==> src/hw/rtl/imuoct_pkg.sv <==
// ----------------------------------------------------------------------------
// imuoct_pkg
// Shared types and constants for the IMU offset calibration and tilt block.
// ----------------------------------------------------------------------------
package imuoct_pkg;

    localparam int AXES            = 6;
    localparam int RAW_W           = 16;
    localparam int COR_W           = 17;
    localparam int ANG_W           = 16;
    localparam int SUM_W           = 28;
    localparam int CNT_W           = 12;
    localparam int MAX_CAL_SAMPLES = 4095;
    localparam int CAL_RESET       = 2000;
    localparam int ONE_G           = 4096;
    localparam int ANGLE_LIMIT     = 23040;
    localparam int CW              = 45;      // CORDIC x/y width
    localparam int AW              = 25;      // angle accumulator, 1/65536 deg
    localparam int PRE_SHIFT       = 24;
    localparam int QUARTER_TURN    = 5898240;
    localparam int STEP_LIMIT      = 24;
    localparam int DIV_BITS        = SUM_W;
    localparam int SQRT_STEPS      = 17;
    localparam int AXIS_IDX_W      = 3;

    // atan(2^-i) in 1/65536 degree
    localparam logic [22:0] ATAN_TAB [STEP_LIMIT] = '{
        23'd2949120, 23'd1740967, 23'd919879, 23'd466945,
        23'd234379,  23'd117304,  23'd58666,  23'd29335,
        23'd14668,   23'd7334,    23'd3667,   23'd1833,
        23'd917,     23'd458,     23'd229,    23'd115,
        23'd57,      23'd29,      23'd14,     23'd7,
        23'd4,       23'd2,       23'd1,      23'd0
    };

    typedef struct packed {
        logic                 valid;
        logic                 is_pitch;
        logic                 zero;
        logic signed [CW-1:0] x;
        logic signed [CW-1:0] y;
        logic signed [AW-1:0] acc;
    } t_cordic;

    typedef enum logic [2:0] {
        ST_IDLE,
        ST_DLOAD,
        ST_DIV,
        ST_SQ,
        ST_SQRT,
        ST_PITCH,
        ST_DRAIN,
        ST_DONE
    } t_state;

endpackage

==> src/hw/rtl/imuoct_axis_cell.sv <==
// ----------------------------------------------------------------------------
// imuoct_axis_cell
// One axis: calibration sum, stored offset and saturated correction.
// ----------------------------------------------------------------------------
module imuoct_axis_cell (
    input  logic                                i_clk,
    input  logic                                i_rst_n,
    input  logic signed [imuoct_pkg::RAW_W-1:0] i_raw,
    input  logic                                i_acc_en,
    input  logic                                i_off_we,
    input  logic signed [imuoct_pkg::COR_W-1:0] i_off,
    output logic signed [imuoct_pkg::SUM_W-1:0] o_sum,
    output logic signed [imuoct_pkg::COR_W-1:0] o_cor
);
    import imuoct_pkg::*;

    logic signed [SUM_W-1:0] r_sum;
    logic signed [COR_W-1:0] r_off;
    logic signed [COR_W:0]   diff;

    always_ff @(posedge i_clk) begin
        if (!i_rst_n) begin
            r_sum <= '0;
            r_off <= '0;
        end else begin
            if (i_acc_en) begin
                r_sum <= r_sum + SUM_W'(i_raw);
            end
            if (i_off_we) begin
                r_off <= i_off;
            end
        end
    end

    always_comb begin
        diff = (COR_W+1)'(i_raw) - (COR_W+1)'(r_off);
        if (diff > (COR_W+1)'(65535)) begin
            o_cor = COR_W'(65535);
        end else if (diff < -(COR_W+1)'(65536)) begin
            o_cor = -COR_W'(65536);
        end else begin
            o_cor = diff[COR_W-1:0];
        end
    end

    assign o_sum = r_sum;

endmodule

==> config.mk <==
export PLATFORM = sky130hd
export DESIGN_NAME = imuoct_axis_cell
export DESIGN_NICKNAME = d
export VERILOG_FILES = /design/src/hw/rtl/imuoct_pkg.sv /design/src/hw/rtl/imuoct_axis_cell.sv
export SDC_FILE = /design/constraint.sdc
export NUM_CORES = 1
export LEC_CHECK = 0
export ABC_AREA = 1
export BUFFER_PORTS_ARGS = -buffer_cell sky130_fd_sc_hd__buf_2
export CAP_MARGIN = 20
export CORE_MARGIN = 3
export CORE_UTILIZATION = 24
export CTS_CLUSTER_DIAMETER = 80
export CTS_CLUSTER_SIZE = 16
export DETAILED_ROUTE_END_ITERATION = 10
export SETUP_SLACK_MARGIN = 0.5
export SYNTH_ARGS = -nofsm -noshare
export SYNTH_HDL_FRONTEND = slang
export SYNTH_SLANG_ARGS = --single-unit
==> constraint.sdc <==
create_clock -name i_clk -period 2.9 [get_ports i_clk]
set_clock_uncertainty 0.1 [all_clocks]
set_input_delay 0.58 -clock i_clk [delete_from_list [all_inputs] [get_ports i_clk]]
set_output_delay 0.58 -clock i_clk [all_outputs]
set_load 0.02 [all_outputs]
**Yosys cells after proc, flatten, opt, wreduce, memory -nomap -nowiden**

Index checks and enable logic that the tools add are counted.

- Add/subtract/negate cells: 2
- Multipliers: 0
- Divide/modulo/power cells: 0
- Magnitude comparators: 2
- Equality and inequality tests: 0
- Shift operators: 0
- Mux-type cells: 2
- Bitwise logic cells: 0
- Reduce and logical (&&, ||, !) cells: 0

Operator list:

| kind | number |
|---|---|
| $mux 17 | 2 |
| $add 28x16->28 | 1 |
| $gt 18x17->1 const B | 1 |
| $lt 18x17->1 const B | 1 |
| $sub 16x17->18 | 1 |

- Register bits after elaboration: 45
- Latch bits: 0
- Memory bits (writable): 0
- Memory bits (read-only): 0
- Bits of input ports: 37
- Output and inout bits: 45
- Logic and storage cells: 8
- Memories: 0

**Logic depth before layout (Yosys ltp)**

- Word-level depth: 4
- Gate-level depth with buffers: 17
- Gate-level depth less buffers: 16

**Worst setup path before layout**

Ideal clock, no wire load.

- Kind: input to output
- From: input i_raw[0] in the netlist's numbering
- To: output o_cor[10] in the netlist's numbering
- Arrival: 2.312 ns
- Data required time: 2.220 ns
- Slack: -0.092 ns
- Cell stages on the path: 16
- Cell sequence: inv_1 -> ha_1 -> inv_1 -> fa_1 -> nand2_2 -> nand2_1 -> and2_4 -> nand2_4 -> nand2_4 -> nand2_2 -> nand2_1 -> nand2_1 -> nand2_2 -> nand3b_4 -> buf_6 -> nand2_1

- Cells in the longest elaborated chain, start to end: 4
- Elaborated cells between the ends (all ways): 5
- Classes of those cells: add/sub (1); order compare (2); mux (2)

Ends and longest elaborated chain:

| what | line | text |
|---|---|---|
| from (decl) | imuoct_axis_cell.sv:8 | `input logic signed [imuoct_pkg::RAW_W-1:0] i_raw,` |
| $sub 16x17->18 (*) | imuoct_axis_cell.sv:36 | `diff = (COR_W+1)'(i_raw) - (COR_W+1)'(r_off);` |
| $lt 18x17->1 | imuoct_axis_cell.sv:39 | `end else if (diff < -(COR_W+1)'(65536)) begin` |
| $mux 17 | imuoct_axis_cell.sv:39 |  |
| $mux 17 (*) | imuoct_axis_cell.sv:37 | `if (diff > (COR_W+1)'(65535)) begin` |
| to (decl) | imuoct_axis_cell.sv:13 | `output logic signed [imuoct_pkg::COR_W-1:0] o_cor` |

Every way passes the cells marked *; elsewhere a longest branch is shown, timed or not.

**Worst setup path in the final report**

- From: input i_raw[0] in the netlist's numbering
- To: output o_cor[7] in the netlist's numbering

Same word-level chain as after synthesis.

==> results.sh <==
export IMPL_drc=0
export IMPL_wl_mm=15.1
export IMPL_hold_depth=2
export IMPL_num_rows=49
export IMPL_cts_tree="done"
export IMPL_yosysMostFrequentCell="nand2_1"
export IMPL_synth_top_cell_by_area="dfxtp_1"
export IMPL_syn_avg_cell_area_um2=5.98
export IMPL_grt_max_degree=32
export IMPL_ioPinCount=82
export IMPL_timing_rr_start="o_sum[0]$_SDFFE_PN0P_"
export IMPL_seqCellArea_um2=901
export IMPL_max_cap_violations=0
export IMPL_post_place_ws_ns=-0.317
export IMPL_syn_cell_area_um2=4600
export IMPL_crit_path_max_fanout=8
export IMPL_leakagePower_nw=3.44
export IMPL_via_per_inst=4.50
export IMPL_worstPathRequired_ns=2.22
export IMPL_startpoint_type="primary input"
export IMPL_reg2reg_to="o_sum[24]$_SDFFE_PN0P_"
export IMPL_setup_viol=16
export IMPL_final_nets=995
export IMPL_regToRegSetupSlack_ns=0.73
export IMPL_setup_slack_ns=-0.158
export IMPL_ys_ff_latch=45
export IMPL_synth_cells=769
export IMPL_clk_pin_slew_ns=0.07
export IMPL_ctsHoldBuffers=0
export IMPL_place_congestion=0.882
export IMPL_synthFlopType="dfxtp_1"
export IMPL_dieArea_um2=20800
export IMPL_fillers=2018
export IMPL_die_width_um=144
export IMPL_portBuffers=81
export IMPL_initial_core_util_pct=25.0
export IMPL_syn_num_nets=852
export IMPL_synth_common_cells="210 x nand2_1, 114 x inv_1, 107 x nor2_1"
export IMPL_powerDensity_nw_per_um2=487
export IMPL_grt_first_pass_wirelength_mm=24.2
export IMPL_die_y_um=144
export IMPL_fin_crit_ns=3.06
export IMPL_multi_input_area_um2=3660
export IMPL_hp_class="register to register"
export IMPL_clk_latency_ns=0.30
export IMPL_fin_hold_ws_ns=0.369
export IMPL_drive_above_1_share_pct=29.0
export IMPL_grt_pass1_vias=4970
export IMPL_period_share_pct=105
export IMPL_antenna_found_initial=0
export IMPL_ir_drop_mv=0.242
export IMPL_syn2layout_area_growth_pct=41.4
export IMPL_diodes=0
export IMPL_grt_use_total_pct=14.4
export IMPL_arrival_ns=2.38
export IMPL_fmax_ghz=0.327
export IMPL_synth_area_leaders="dfxtp_1 20%, nand2_1 17%, ha_1 12%, inv_1 9.3%, nor2_1 8.7%"
export IMPL_cp_end_kind="output port"
export IMPL_rsz0062_at_grt="true"
export IMPL_routed_via_count=5142
export IMPL_drt_iter0_markers=212
export IMPL_synth_edf_count=0
export IMPL_root_buffer="clkbuf_16"
export IMPL_synthArstFlopShare_pct=0
export IMPL_path_class="primary input to output port"
export IMPL_slew_headroom_pct=43.4
export IMPL_violations="negative setup slack"
export IMPL_worst_r2r_path_depth=13
export IMPL_min_from="r_off[3]$_SDFFE_PN0P_"
export IMPL_grt_overflow=0
export IMPL_cts_root_to_sink_buffers=2
export IMPL_cts_buffers=5
export IMPL_worst_pin_slew_ns=0.848
export IMPL_finalHoldViolations=0
export IMPL_final_max_slew_violation_count=0
export IMPL_min_to="r_off[3]$_SDFFE_PN0P_"
export IMPL_first_pass_iters=5
export IMPL_wl_per_cell_um=13.3
export IMPL_hpwl_mm=12.0
export IMPL_yosys_warnings=0
export IMPL_ys_seq_area_share_pct=19.6
export IMPL_htreeDepth=2
export IMPL_core_um2=18400
export IMPL_ant_nets=0
export IMPL_synth_cell_types=35
export IMPL_netlist_area_leader_share_pct=19.6
export IMPL_clock_sinks=45
export IMPL_status="finished, violations left"
-- placed cells by master, fill, tap and decap left out, types with 4 or more instances in the layout --
master,Yosys,routed
buf_2,0,62
a21o_1,6,6
xor2_1,21,20
buf_6,2,15
a21oi_2,2,11
o21ai_0,51,48
xnor2_1,4,4
clkbuf_16,0,5
inv_1,114,108
nand3_2,0,5
nor2_1,107,106
ha_4,0,16
ha_1,44,25
nand4_1,9,9
nand2_4,2,6
nand2_1,210,170
a21oi_1,61,52
nand2_2,6,42
inv_2,1,6
nand3_1,41,35
dfxtp_1,45,45
buf_4,0,69
nor3_1,6,4
-- worst max-delay path by stage --
stage / startpoint / to / slack (ns)
finish: i_raw[0] / o_cor[7] / -0.16
global route: i_raw[0] / o_cor[7] / -0.23
CTS: i_raw[0] / o_cor[12] / -0.17
detailed placement: i_raw[0] / o_cor[12] / -0.32
global placement: i_raw[0] / o_cor[2] / -0.27
floorplan: i_raw[0] / o_cor[10] / 0.05
-- routing by layer --
metal | GRT usage [%] | vias up | wire, um
li1 | - | 2736 | -
met1 | 18.2 | 2311 | 6950
met2 | 26.2 | 82 | 7470
met3 | 2.38 | 13 | 587
met4 | 2.31 | 0 | 140
met5 | 0 | - | 0
-- sequential cells by signal (all words and copies together) (netlist names) --
register / count
o_sum: 28
r_off: 17
-- logic make-up (layout without fill, tap and decap cells) --
logic type	after synthesis	in the layout	share of synthesized area [%]
compound gates	129	129	15.2
flops	45	45	19.6
simple gates	394	396	36.6
xor+xnor	25	25	4.76
buf+inv	130	272	10.9
fa+ha+maj	46	46	12.9
-- cell type report --
cell class / instances / area share (%)
timing repair buffer: 149 / 15.9
sequential: 45 / 13.9
clock buffer: 6 / 1.98
multi-input combinational: 596 / 56.4
clock inverter: 2 / 0.597
tap: 229 / 4.41
inverter: 115 / 6.83
-- critical path, cell delays in order --
cell and delay (ns):
buf_8 0.11, inv_12 0.04, ha_4 0.11, inv_2 0.04, fa_2 0.36, nand2_2 0.06
nand2_1 0.05, and2_4 0.14, nand2_4 0.06, nand2_4 0.05, nand2_4 0.07, nand2_2 0.05
nand2_2 0.08, nand2_4 0.08, nand3b_4 0.26, nand2_2 0.11, buf_6 0.11
-- report_power, final --
part | total [mW] | leakage [nW] | internal (mW) | switching [mW]
Clock | 0.689 | 0.0810 | 0.410 | 0.279
Combinational | 1.76 | 2.98 | 0.744 | 1.02
Sequential | 0.718 | 0.374 | 0.679 | 0.0391
Total | 3.17 | 3.44 | 1.83 | 1.33
-- metrics by stage --
| stage | cell area, um2 | std cells | power, mW | util [%] | setup TNS, ns |
|---|---|---|---|---|---|
| final | 6500 | 1142 | 3.17 | 35.3 | -2.38 |
| after detailed placement | 5760 | 1125 | 2.23 | 31.3 | -4.85 |
| after global routing | 6500 | 1142 | 3.41 | 35.3 | -3.40 |
| after floorplan | 4690 | 769 | 1.75 | - | 0 |
| after global placement | 5760 | 1125 | 2.21 | 31.3 | -4.22 |
| after CTS | 6270 | 1137 | 3.11 | 34.1 | -2.45 |
-- repair_timing --
item	in CTS	in global routing
gates resized for setup	61	56
pin swaps	26	18
endpoints found under the setup margin	24	30
buffers inserted	2	5
gates cloned	2	0
Note: power is estimated with default switching activity, not from simulation.
